===== config.mk =====
export PLATFORM = sky130hd
export DESIGN_NAME = clamped_moving_average_offset
export DESIGN_NICKNAME = d
export VERILOG_FILES = /design/src/rtl/cmao_pkg.sv /design/src/rtl/cmao_window_mem.sv /design/src/rtl/cmao_accum.sv /design/src/rtl/cmao_scale.sv /design/src/rtl/clamped_moving_average_offset.sv
export SDC_FILE = /design/constraint.sdc
export NUM_CORES = 1
export LEC_CHECK = 0
export ABC_CLOCK_PERIOD_IN_PS = 12100
export BUFFER_PORTS_ARGS = -buffer_cell sky130_fd_sc_hd__buf_2
export CORE_ASPECT_RATIO = 1.5
export CORE_MARGIN = 2
export CORE_UTILIZATION = 30
export DETAILED_ROUTE_END_ITERATION = 7
export PLACE_DENSITY_LB_ADDON = 0.1
export SLEW_MARGIN = 20
export SYNTH_ARGS = -nofsm -noshare
export SYNTH_HDL_FRONTEND = slang
export SYNTH_SLANG_ARGS = --single-unit

===== constraint.sdc =====
create_clock -name clk -period 12.1 [get_ports clk]
set_input_delay 1.21 -clock clk [delete_from_list [all_inputs] [get_ports clk]]
set_output_delay 1.21 -clock clk [all_outputs]
set_load 0.02 [all_outputs]

===== src/rtl/cmao_pkg.sv =====
// Package with shared widths, codes and the item type of the moving average block.
`timescale 1ns / 1ps
package cmao_pkg;

  // Field widths.
  localparam int SAMPLE_W    = 10;
  localparam int LEVEL_W     = 11;
  localparam int CALIB_CNT_W = 4;
  localparam int CFG_IDX_W   = 1;

  // Command codes.
  localparam logic CMD_SENSE = 1'b0;
  localparam logic CMD_CALIB = 1'b1;

  // Configuration register indexes.
  localparam logic [CFG_IDX_W-1:0] CFG_CLAMP_LOW  = 1'b0;
  localparam logic [CFG_IDX_W-1:0] CFG_CLAMP_HIGH = 1'b1;

  // Reset values of the clamp bounds.
  localparam logic [SAMPLE_W-1:0] CLAMP_LOW_RST  = '0;
  localparam logic [SAMPLE_W-1:0] CLAMP_HIGH_RST = '1;

  // One input transaction as it travels through the pipeline.
  typedef struct packed {
    logic                command;
    logic [SAMPLE_W-1:0] sample;
  } item_t;

endpackage


===== src/rtl/cmao_window_mem.sv =====
// Ring memory of readings with registered read, entry valid bits and write forwarding.
`timescale 1ns / 1ps
module cmao_window_mem
  import cmao_pkg::*;
#(
  parameter int DEPTH  = 8,
  parameter int ADDR_W = 3
) (
  input  logic                clk,
  input  logic                rst_n,
  input  logic                rd_en,
  input  logic [ADDR_W-1:0]   rd_addr,
  output logic [SAMPLE_W-1:0] rd_data,
  input  logic                wr_en,
  input  logic [ADDR_W-1:0]   wr_addr,
  input  logic [SAMPLE_W-1:0] wr_data
);

  logic [SAMPLE_W-1:0] mem_r [DEPTH];
  logic [SAMPLE_W-1:0] q_r;
  logic [SAMPLE_W-1:0] fwd_data_r;
  logic [DEPTH-1:0]    vld_r;
  logic                hit_r;
  logic                fwd_r;

  // Storage array: one write and one registered read per cycle.
  always_ff @(posedge clk) begin
    if (wr_en) begin
      mem_r[wr_addr] <= wr_data;
    end
  end

  always_ff @(posedge clk) begin
    if (rd_en) begin
      q_r        <= mem_r[rd_addr];
      fwd_data_r <= wr_data;
    end
  end

  // Entry valid bits make never-written entries read as zero after reset.
  // A write to the address being read in the same cycle is forwarded.
  always_ff @(posedge clk) begin
    if (!rst_n) begin
      vld_r <= '0;
      hit_r <= 1'b0;
      fwd_r <= 1'b0;
    end else begin
      if (wr_en) begin
        vld_r[wr_addr] <= 1'b1;
      end
      if (rd_en) begin
        hit_r <= vld_r[rd_addr];
        fwd_r <= wr_en && (wr_addr == rd_addr);
      end
    end
  end

  assign rd_data = fwd_r ? fwd_data_r : (hit_r ? q_r : '0);

endmodule


===== src/rtl/cmao_accum.sv =====
// Clamp, running total update and calibration offset tracking.
`timescale 1ns / 1ps
module cmao_accum
  import cmao_pkg::*;
#(
  parameter int CALIB_SAMPLES = 11,
  parameter int TOT_W         = 13
) (
  input  logic                clk,
  input  logic                rst_n,
  input  logic                fire,
  input  item_t               item,
  input  logic [SAMPLE_W-1:0] old_value,
  input  logic [SAMPLE_W-1:0] clamp_low,
  input  logic [SAMPLE_W-1:0] clamp_high,
  output logic [SAMPLE_W-1:0] clamped,
  output logic [TOT_W-1:0]    total_nxt,
  output logic [SAMPLE_W-1:0] offset_nxt
);

  logic [TOT_W-1:0]       total_r;
  logic [SAMPLE_W-1:0]    offset_r;
  logic [SAMPLE_W-1:0]    peak_r;
  logic [SAMPLE_W-1:0]    peak_nxt;
  logic [CALIB_CNT_W-1:0] count_r;
  logic [CALIB_CNT_W-1:0] count_nxt;
  logic [CALIB_CNT_W-1:0] count_inc;

  // Clamp a sense sample; the low bound is tested first when the bounds cross.
  always_comb begin
    if (item.sample < clamp_low) begin
      clamped = clamp_low;
    end else if (item.sample > clamp_high) begin
      clamped = clamp_high;
    end else begin
      clamped = item.sample;
    end
  end

  assign count_inc = count_r + CALIB_CNT_W'(1);

  // Next state for the total and the calibration run.
  always_comb begin
    total_nxt  = total_r;
    offset_nxt = offset_r;
    peak_nxt   = peak_r;
    count_nxt  = count_r;
    if (item.command == CMD_CALIB) begin
      if ((count_r == '0) || (item.sample > peak_r)) begin
        peak_nxt = item.sample;
      end
      if (count_inc >= CALIB_CNT_W'(CALIB_SAMPLES)) begin
        offset_nxt = peak_nxt;
        count_nxt  = '0;
      end else begin
        count_nxt = count_inc;
      end
    end else begin
      // A sense sample abandons any calibration run in progress.
      count_nxt = '0;
      total_nxt = total_r - TOT_W'(old_value) + TOT_W'(clamped);
    end
  end

  always_ff @(posedge clk) begin
    if (!rst_n) begin
      total_r  <= '0;
      offset_r <= '0;
      peak_r   <= '0;
      count_r  <= '0;
    end else if (fire) begin
      total_r  <= total_nxt;
      offset_r <= offset_nxt;
      peak_r   <= peak_nxt;
      count_r  <= count_nxt;
    end
  end

endmodule


===== src/rtl/cmao_scale.sv =====
// Average by reciprocal multiply, offset subtraction and the output register.
`timescale 1ns / 1ps
module cmao_scale
  import cmao_pkg::*;
#(
  parameter int NUM_READINGS = 8,
  parameter int TOT_W        = 13
) (
  input  logic                      clk,
  input  logic                      rst_n,
  input  logic                      push,
  input  logic [TOT_W-1:0]          total,
  input  logic [SAMPLE_W-1:0]       offset,
  output logic                      s2_ready,
  output logic                      out_valid,
  input  logic                      out_stall,
  output logic signed [LEVEL_W-1:0] out_level
);

  // Exact floor division for every total below 2**TOT_W.
  localparam int SHIFT   = TOT_W + $clog2(NUM_READINGS);
  localparam int RECIP_W = SHIFT + 1;
  localparam int PROD_W  = TOT_W + RECIP_W;
  localparam logic [RECIP_W-1:0] RECIP =
    RECIP_W'(((64'd1 << SHIFT) + NUM_READINGS - 1) / NUM_READINGS);

  logic                      s2_v_r;
  logic [PROD_W-1:0]         prod_r;
  logic [SAMPLE_W-1:0]       off_r;
  logic                      out_v_r;
  logic signed [LEVEL_W-1:0] level_r;
  logic signed [LEVEL_W-1:0] level_nxt;
  logic                      out_ready;
  logic [SAMPLE_W-1:0]       avg;

  assign out_ready = !out_v_r || !out_stall;
  assign s2_ready  = !s2_v_r || out_ready;

  // Product stage.
  always_ff @(posedge clk) begin
    if (s2_ready && push) begin
      prod_r <= PROD_W'(total) * PROD_W'(RECIP);
      off_r  <= offset;
    end
  end

  assign avg       = prod_r[SHIFT +: SAMPLE_W];
  assign level_nxt = signed'({1'b0, avg}) - signed'({1'b0, off_r});

  // Output register.
  always_ff @(posedge clk) begin
    if (out_ready && s2_v_r) begin
      level_r <= level_nxt;
    end
  end

  always_ff @(posedge clk) begin
    if (!rst_n) begin
      s2_v_r  <= 1'b0;
      out_v_r <= 1'b0;
    end else begin
      if (s2_ready) begin
        s2_v_r <= push;
      end
      if (out_ready) begin
        out_v_r <= s2_v_r;
      end
    end
  end

  assign out_valid = out_v_r;
  assign out_level = level_r;

endmodule


===== src/rtl/clamped_moving_average_offset.sv =====
// Top level of the clamped moving average with calibration offset.
//
//   Channel | Direction | Handshake          | Payload
//   in      | input     | in_valid/in_stall  | in_command, in_sample
//   out     | output    | out_valid/out_stall| out_level
//   cfg     | input     | cfg_we             | cfg_index, cfg_wdata
//
// One transaction is accepted per cycle while in_stall is low; a sense sample's
// result reaches out_level through stage 1 (window read), the product register
// (total update, reciprocal multiply) and the output register (offset subtraction).
// The ring memory's read is registered and the running total is a single register.
// Reset is synchronous and active low; entries of the ring read as zero until
// first written. A stalled output holds its result while upstream stages fill.
`timescale 1ns / 1ps
module clamped_moving_average_offset
  import cmao_pkg::*;
#(
  parameter int NUM_READINGS  = 8,
  parameter int CALIB_SAMPLES = 11
) (
  input  logic                      clk,
  input  logic                      rst_n,
  input  logic                      in_valid,
  output logic                      in_stall,
  input  logic                      in_command,
  input  logic [SAMPLE_W-1:0]       in_sample,
  output logic                      out_valid,
  input  logic                      out_stall,
  output logic signed [LEVEL_W-1:0] out_level,
  input  logic                      cfg_we,
  input  logic [CFG_IDX_W-1:0]      cfg_index,
  input  logic [SAMPLE_W-1:0]       cfg_wdata
);

  localparam int ADDR_W = (NUM_READINGS > 1) ? $clog2(NUM_READINGS) : 1;
  localparam int TOT_W  = SAMPLE_W + $clog2(NUM_READINGS);

  logic [SAMPLE_W-1:0] clamp_low_r;
  logic [SAMPLE_W-1:0] clamp_high_r;
  logic [ADDR_W-1:0]   rd_slot_r;
  logic [ADDR_W-1:0]   rd_slot_nxt;
  logic                s1_v_r;
  item_t               s1_item_r;
  logic [ADDR_W-1:0]   s1_slot_r;
  logic                accept;
  logic                rd_en;
  logic                s1_fire;
  logic                s1_sense;
  logic                s2_ready;
  logic [SAMPLE_W-1:0] old_value;
  logic [SAMPLE_W-1:0] clamped;
  logic [TOT_W-1:0]    total_nxt;
  logic [SAMPLE_W-1:0] offset_nxt;

  // Configuration registers.
  always_ff @(posedge clk) begin
    if (!rst_n) begin
      clamp_low_r  <= CLAMP_LOW_RST;
      clamp_high_r <= CLAMP_HIGH_RST;
    end else if (cfg_we) begin
      unique case (cfg_index)
        CFG_CLAMP_LOW:  clamp_low_r  <= cfg_wdata;
        CFG_CLAMP_HIGH: clamp_high_r <= cfg_wdata;
        default: ;
      endcase
    end
  end

  // Stage 1 fires when it holds a transaction that can leave.
  assign s1_sense = (s1_item_r.command == CMD_SENSE);
  assign s1_fire  = s1_v_r && (!s1_sense || s2_ready);
  assign in_stall = s1_v_r && !s1_fire;
  assign accept   = in_valid && !in_stall;
  assign rd_en    = accept && (in_command == CMD_SENSE);

  // Ring pointer advances once per accepted sense sample.
  always_comb begin
    rd_slot_nxt = rd_slot_r;
    if (rd_en) begin
      if (rd_slot_r == ADDR_W'(NUM_READINGS - 1)) begin
        rd_slot_nxt = '0;
      end else begin
        rd_slot_nxt = rd_slot_r + ADDR_W'(1);
      end
    end
  end

  always_ff @(posedge clk) begin
    if (accept) begin
      s1_item_r <= '{command: in_command, sample: in_sample};
      s1_slot_r <= rd_slot_r;
    end
  end

  always_ff @(posedge clk) begin
    if (!rst_n) begin
      rd_slot_r <= '0;
      s1_v_r    <= 1'b0;
    end else begin
      rd_slot_r <= rd_slot_nxt;
      if (accept || s1_fire) begin
        s1_v_r <= accept;
      end
    end
  end

  cmao_window_mem #(
    .DEPTH  (NUM_READINGS),
    .ADDR_W (ADDR_W)
  ) u_window (
    .clk     (clk),
    .rst_n   (rst_n),
    .rd_en   (rd_en),
    .rd_addr (rd_slot_r),
    .rd_data (old_value),
    .wr_en   (s1_fire && s1_sense),
    .wr_addr (s1_slot_r),
    .wr_data (clamped)
  );

  cmao_accum #(
    .CALIB_SAMPLES (CALIB_SAMPLES),
    .TOT_W         (TOT_W)
  ) u_accum (
    .clk        (clk),
    .rst_n      (rst_n),
    .fire       (s1_fire),
    .item       (s1_item_r),
    .old_value  (old_value),
    .clamp_low  (clamp_low_r),
    .clamp_high (clamp_high_r),
    .clamped    (clamped),
    .total_nxt  (total_nxt),
    .offset_nxt (offset_nxt)
  );

  cmao_scale #(
    .NUM_READINGS (NUM_READINGS),
    .TOT_W        (TOT_W)
  ) u_scale (
    .clk       (clk),
    .rst_n     (rst_n),
    .push      (s1_fire && s1_sense),
    .total     (total_nxt),
    .offset    (offset_nxt),
    .s2_ready  (s2_ready),
    .out_valid (out_valid),
    .out_stall (out_stall),
    .out_level (out_level)
  );

  // An empty first stage always takes a transaction.
  a_empty_no_stall: assert property (@(posedge clk) disable iff (!rst_n)
    !s1_v_r |-> !in_stall)
    else $error("input stalled with an empty first stage");

  // A transaction enters stage 1 only as the one before it leaves.
  a_accept_moves: assert property (@(posedge clk) disable iff (!rst_n)
    (accept && s1_v_r) |-> s1_fire)
    else $error("stage 1 overwritten before it fired");

  // The ring pointer stays inside the window.
  a_slot_range: assert property (@(posedge clk) disable iff (!rst_n)
    rd_slot_r <= ADDR_W'(NUM_READINGS - 1))
    else $error("ring pointer out of range");

endmodule


==> impl_metrics.ini <==
[global_routing]
global_route.usage.total_pct = 14.4
grt_remaining_overflow = 0
grt_first_pass_wirelength_um = 39700
grt_start_max_net_pins = 43
number_of_antenna_violations_at_the_first_check_in_global_routing = 0
first_global_vias = 6840

[clock_tree]
postCtsSetupRepairBufs = 0
cts.sink_count = 218
cts_buffer_depth = 3
h-tree-depth = 1
cts.hold.buffers_added = 0
cts_resized = 0
tritoncts = done
cts.reportedPaths.clkPinSlew_ns = 0.06
root_buffer = clkbuf_16
cts_buffers = 25
insertion_delay_ns = 0.54

[final_layout]
area.sequential_um2 = 5820
num-fill-cells = 3492
area_growth_pct = 15.2
n_antenna_cell = 0
post-route-util_pct = 34.9
multi_input_area_um2 = 4300
nets = 1023
final_layout_size_suffix_gt1_share_pct = 16.6
final_cell_area_um2 = 12100

[drt]
finalWirelength_um = 25600
vias_per_cell = 4.60
drt_first_pass_iters = 4
dr_total_vias = 6525
initialDrtViolationCount = 247
route.detailed.wl_per_inst_um = 18.0
remaining_drcs = 0
drtAntennaViolNets = 0

[worst_setup_path]
critPathTopFamily = compound AO/OA/AOI/OAI gates
cp_max_delay_cell = a21o_1
worst-endpoint-required_ns = 12.35
critical-path-max-stage-delay_ns = 0.74
worst-path-buf-inv = 1
cp.arrival_ns = 5.07
critical_path_class = reg -> reg
maximum_fanout_count_along_the_critical_path = 20
cell_breakdown_of_the_critical_path = ha_1, a21oi_1, a21oi_1, o31ai_1, a21o_1, mux2i_1, fa_1, inv_1, fa_1, a211oi_1, o211ai_1, a41oi_1, xor2_1, o21ai_0
timing.critical_path.from_type = register
regToRegSetupSlack_ns = 7.28
critical_path.endpoint_type = register

[sta]
tightestPinTransition_ns = 0.952
period_share_pct = 39.8
drv_slew = 0
grt_setup_unrepaired = false
setup_violations = 0
finalHoldViolCount = 0
slew_headroom_pct = 36.5
final.setup.worst_slack_ns = 7.28
setup_tns_ns = 0
period_minus_slack_ns = 4.82
finClkSkew_ns = 0.00985
maxClockFrequency_mhz = 207

[power]
vdd_ir_drop_max_mv = 0.106
power_frac_comb_pct = 18.7
net_switching_power_of_the_design_uw = 554
power.leakage_uw = 0.00462
share_seq_of_total_power_pct = 43.5
netSwitchingFraction_pct = 27.7
powerDensity_nw_per_um2 = 165
internal_power_uw = 1450
p_clk_share_pct = 37.9

[placement]
number_of_i_o_port_buffers = 39
postPlaceCellArea_um2 = 11300
routabilityCongestion = 0.799
place_ws_ns = 7.30
hpwl_um = 18300

[floorplan]
floorplan.initialDensity_pct = 30.3
floorplan.rows = 84
die_h_um = 234
design.portCount = 40
die_width_um = 157
core_area_um2 = 34800
die_area_um2 = 36700

[logic_synthesis]
synth-edff-count = 145
postSynthNetCount = 978
synth_area_um2 = 10500
syn_avg_cell_area_um2 = 11.9
synthesis.instances = 883
count_of_different_cell_masters_after_synthesis = 57
synth_warnings = 0
postSynth.asyncResetShare_pct = 0
synth.yosys.seq_area_share_pct = 55.2
synth.ff_latch_count = 218
dominantRegCellSynth = edfxtp_1

[min_path]
hold_path.class = reg -> reg

[job]
max_cap_violation_count = 0

[run_status]
status = finished, final reports clean
## final cells by class
type	instances	area share [%]
clock buffers	37	5.94
clock inverters	9	0.855
inverters	82	2.54
multi-input cells	548	35.4
flip-flops and latches	218	47.9
well taps	473	4.88
repair buffers	53	2.47
## cell usage in the layout, fill, tap and decap left out, types with 3 or more instances in the layout
master and instances:
a211oi_1 8, a21o_1 6, a21oi_1 45, a22o_1 10
and2_1 3, buf_2 39, buf_4 14, clkbuf_1 7
clkbuf_16 25, clkbuf_8 5, clkinv_2 4, dfxtp_1 72
edfxtp_1 145, fa_1 11, ha_1 57, inv_1 81
mux2_2 30, mux2i_1 37, mux4_2 22, nand2_1 102
nand2b_1 10, nand3_1 13, nand4_1 5, nor2_1 48
nor2b_1 10, nor3_1 6, nor3_2 4, nor4_1 3
o211ai_1 15, o21a_1 4, o21ai_0 27, o21ai_1 17
xnor2_1 8, xor2_1 14
## layer usage
metal | wire length (um) | track usage, %
met4 | 722 | 4.79
met2 | 14000 | 28.0
met1 | 10300 | 15.9
met3 | 588 | 1.74
met5 | 0 | 0
## kinds of logic after synthesis
| kind of cell | Yosys count | share of synthesized area (%) |
|---|---|---|
| xor+xnor | 22 | 1.83 |
| buf+inv | 117 | 4.31 |
| compound gates | 148 | 8.85 |
| fa+ha+maj | 68 | 8.86 |
| flops | 218 | 55.2 |
| simple gates | 221 | 9.53 |
| mux | 89 | 11.4 |
## power by group through the flow
stage	logic, uW	clock network (uW)	registers (uW)
after floorplan	283	0	875
after global placement	383	0	889
after detailed placement	381	0	889
after CTS	383	788	873
after global routing	428	814	876
final	374	759	872
## per-stage QoR
stage	power (uW)	cells	hold slack, ns
after CTS	2040	1420	0.454
final	2000	1420	0.449
after global routing	2120	1420	0.468
after floorplan	1160	883	0.425
after global placement	1270	1374	0.436
after detailed placement	1270	1374	0.445
## cells in the mapped netlist, drive strengths merged, types with 2 or more instances
| cell type | n | area share (%) |
|---|---|---|
| edfxtp | 145 | 41 |
| nand2 | 103 | 3.7 |
| inv | 82 | 2.9 |
| dfxtp | 73 | 14 |
| ha | 57 | 6.8 |
| nor2 | 48 | 1.7 |
| a21oi | 45 | 2.1 |
| o21ai | 44 | 2.1 |
| mux2i | 37 | 3.5 |
| mux2 | 30 | 3.2 |
| clkbuf | 26 | 0.93 |
| mux4 | 22 | 4.7 |
| o211ai | 16 | 1.3 |
| xor2 | 14 | 1.2 |
| nand3 | 13 | 0.62 |
| fa | 11 | 2.1 |
| nor2b | 11 | 0.65 |
| a22o | 10 | 0.83 |
| nand2b | 10 | 0.59 |
| nor3 | 10 | 0.48 |
| buf | 9 | 0.46 |
| a211oi | 8 | 0.57 |
| xnor2 | 8 | 0.67 |
| a21o | 6 | 0.43 |
| nand4 | 5 | 0.30 |
| nor4 | 4 | 0.24 |
| o21a | 4 | 0.29 |
| and2 | 3 | 0.18 |
| a21boi | 2 | 0.14 |
| a41oi | 2 | 0.24 |
| and4 | 2 | 0.17 |
| nand3b | 2 | 0.14 |
| nand4b | 2 | 0.17 |
| o31ai | 2 | 0.14 |
| or3 | 2 | 0.12 |
## registers in the layout, indices dropped and copies added (netlist names), 3 cells and up, named ones only
register and cells:
u_window.mem_r 80, s1_item_r 11, u_scale.out_level 11, clamp_high_r 10, clamp_low_r 10, u_accum.offset_r 10, u_accum.peak_r 10, u_accum.total_r 10
u_scale.off_r 10, u_scale.prod_r 10, u_window.fwd_data_r 10, u_window.q_r 10, u_window.vld_r 8, u_accum.count_r 4, rd_slot_r 3, s1_slot_r 3
## worst reg2reg max path, stage by stage, from the launching register on
cell and delay [ns]:
edfxtp_1 0.48, ha_1 0.34, a21oi_1 0.15, a21oi_1 0.08, o31ai_1 0.25, a21o_1 0.74, mux2i_1 0.25, fa_1 0.57
inv_1 0.07, fa_1 0.47, a211oi_1 0.33, o211ai_1 0.22, a41oi_1 0.28, xor2_1 0.20, o21ai_0 0.09
## path summary, 6_finish.rpt
path / depth (start not counted) / endpoint / from
setup / recovery: 14 / u_scale.prod_r[23] / s1_item_r[2]
hold reg to reg: 2 / u_accum.offset_r[7] / u_accum.offset_r[7]
setup reg to reg: 14 / u_scale.prod_r[23] / s1_item_r[2]
hold / removal: 2 / u_accum.offset_r[7] / u_accum.offset_r[7]
No activity file was read; power rests on OpenSTA's default activity.
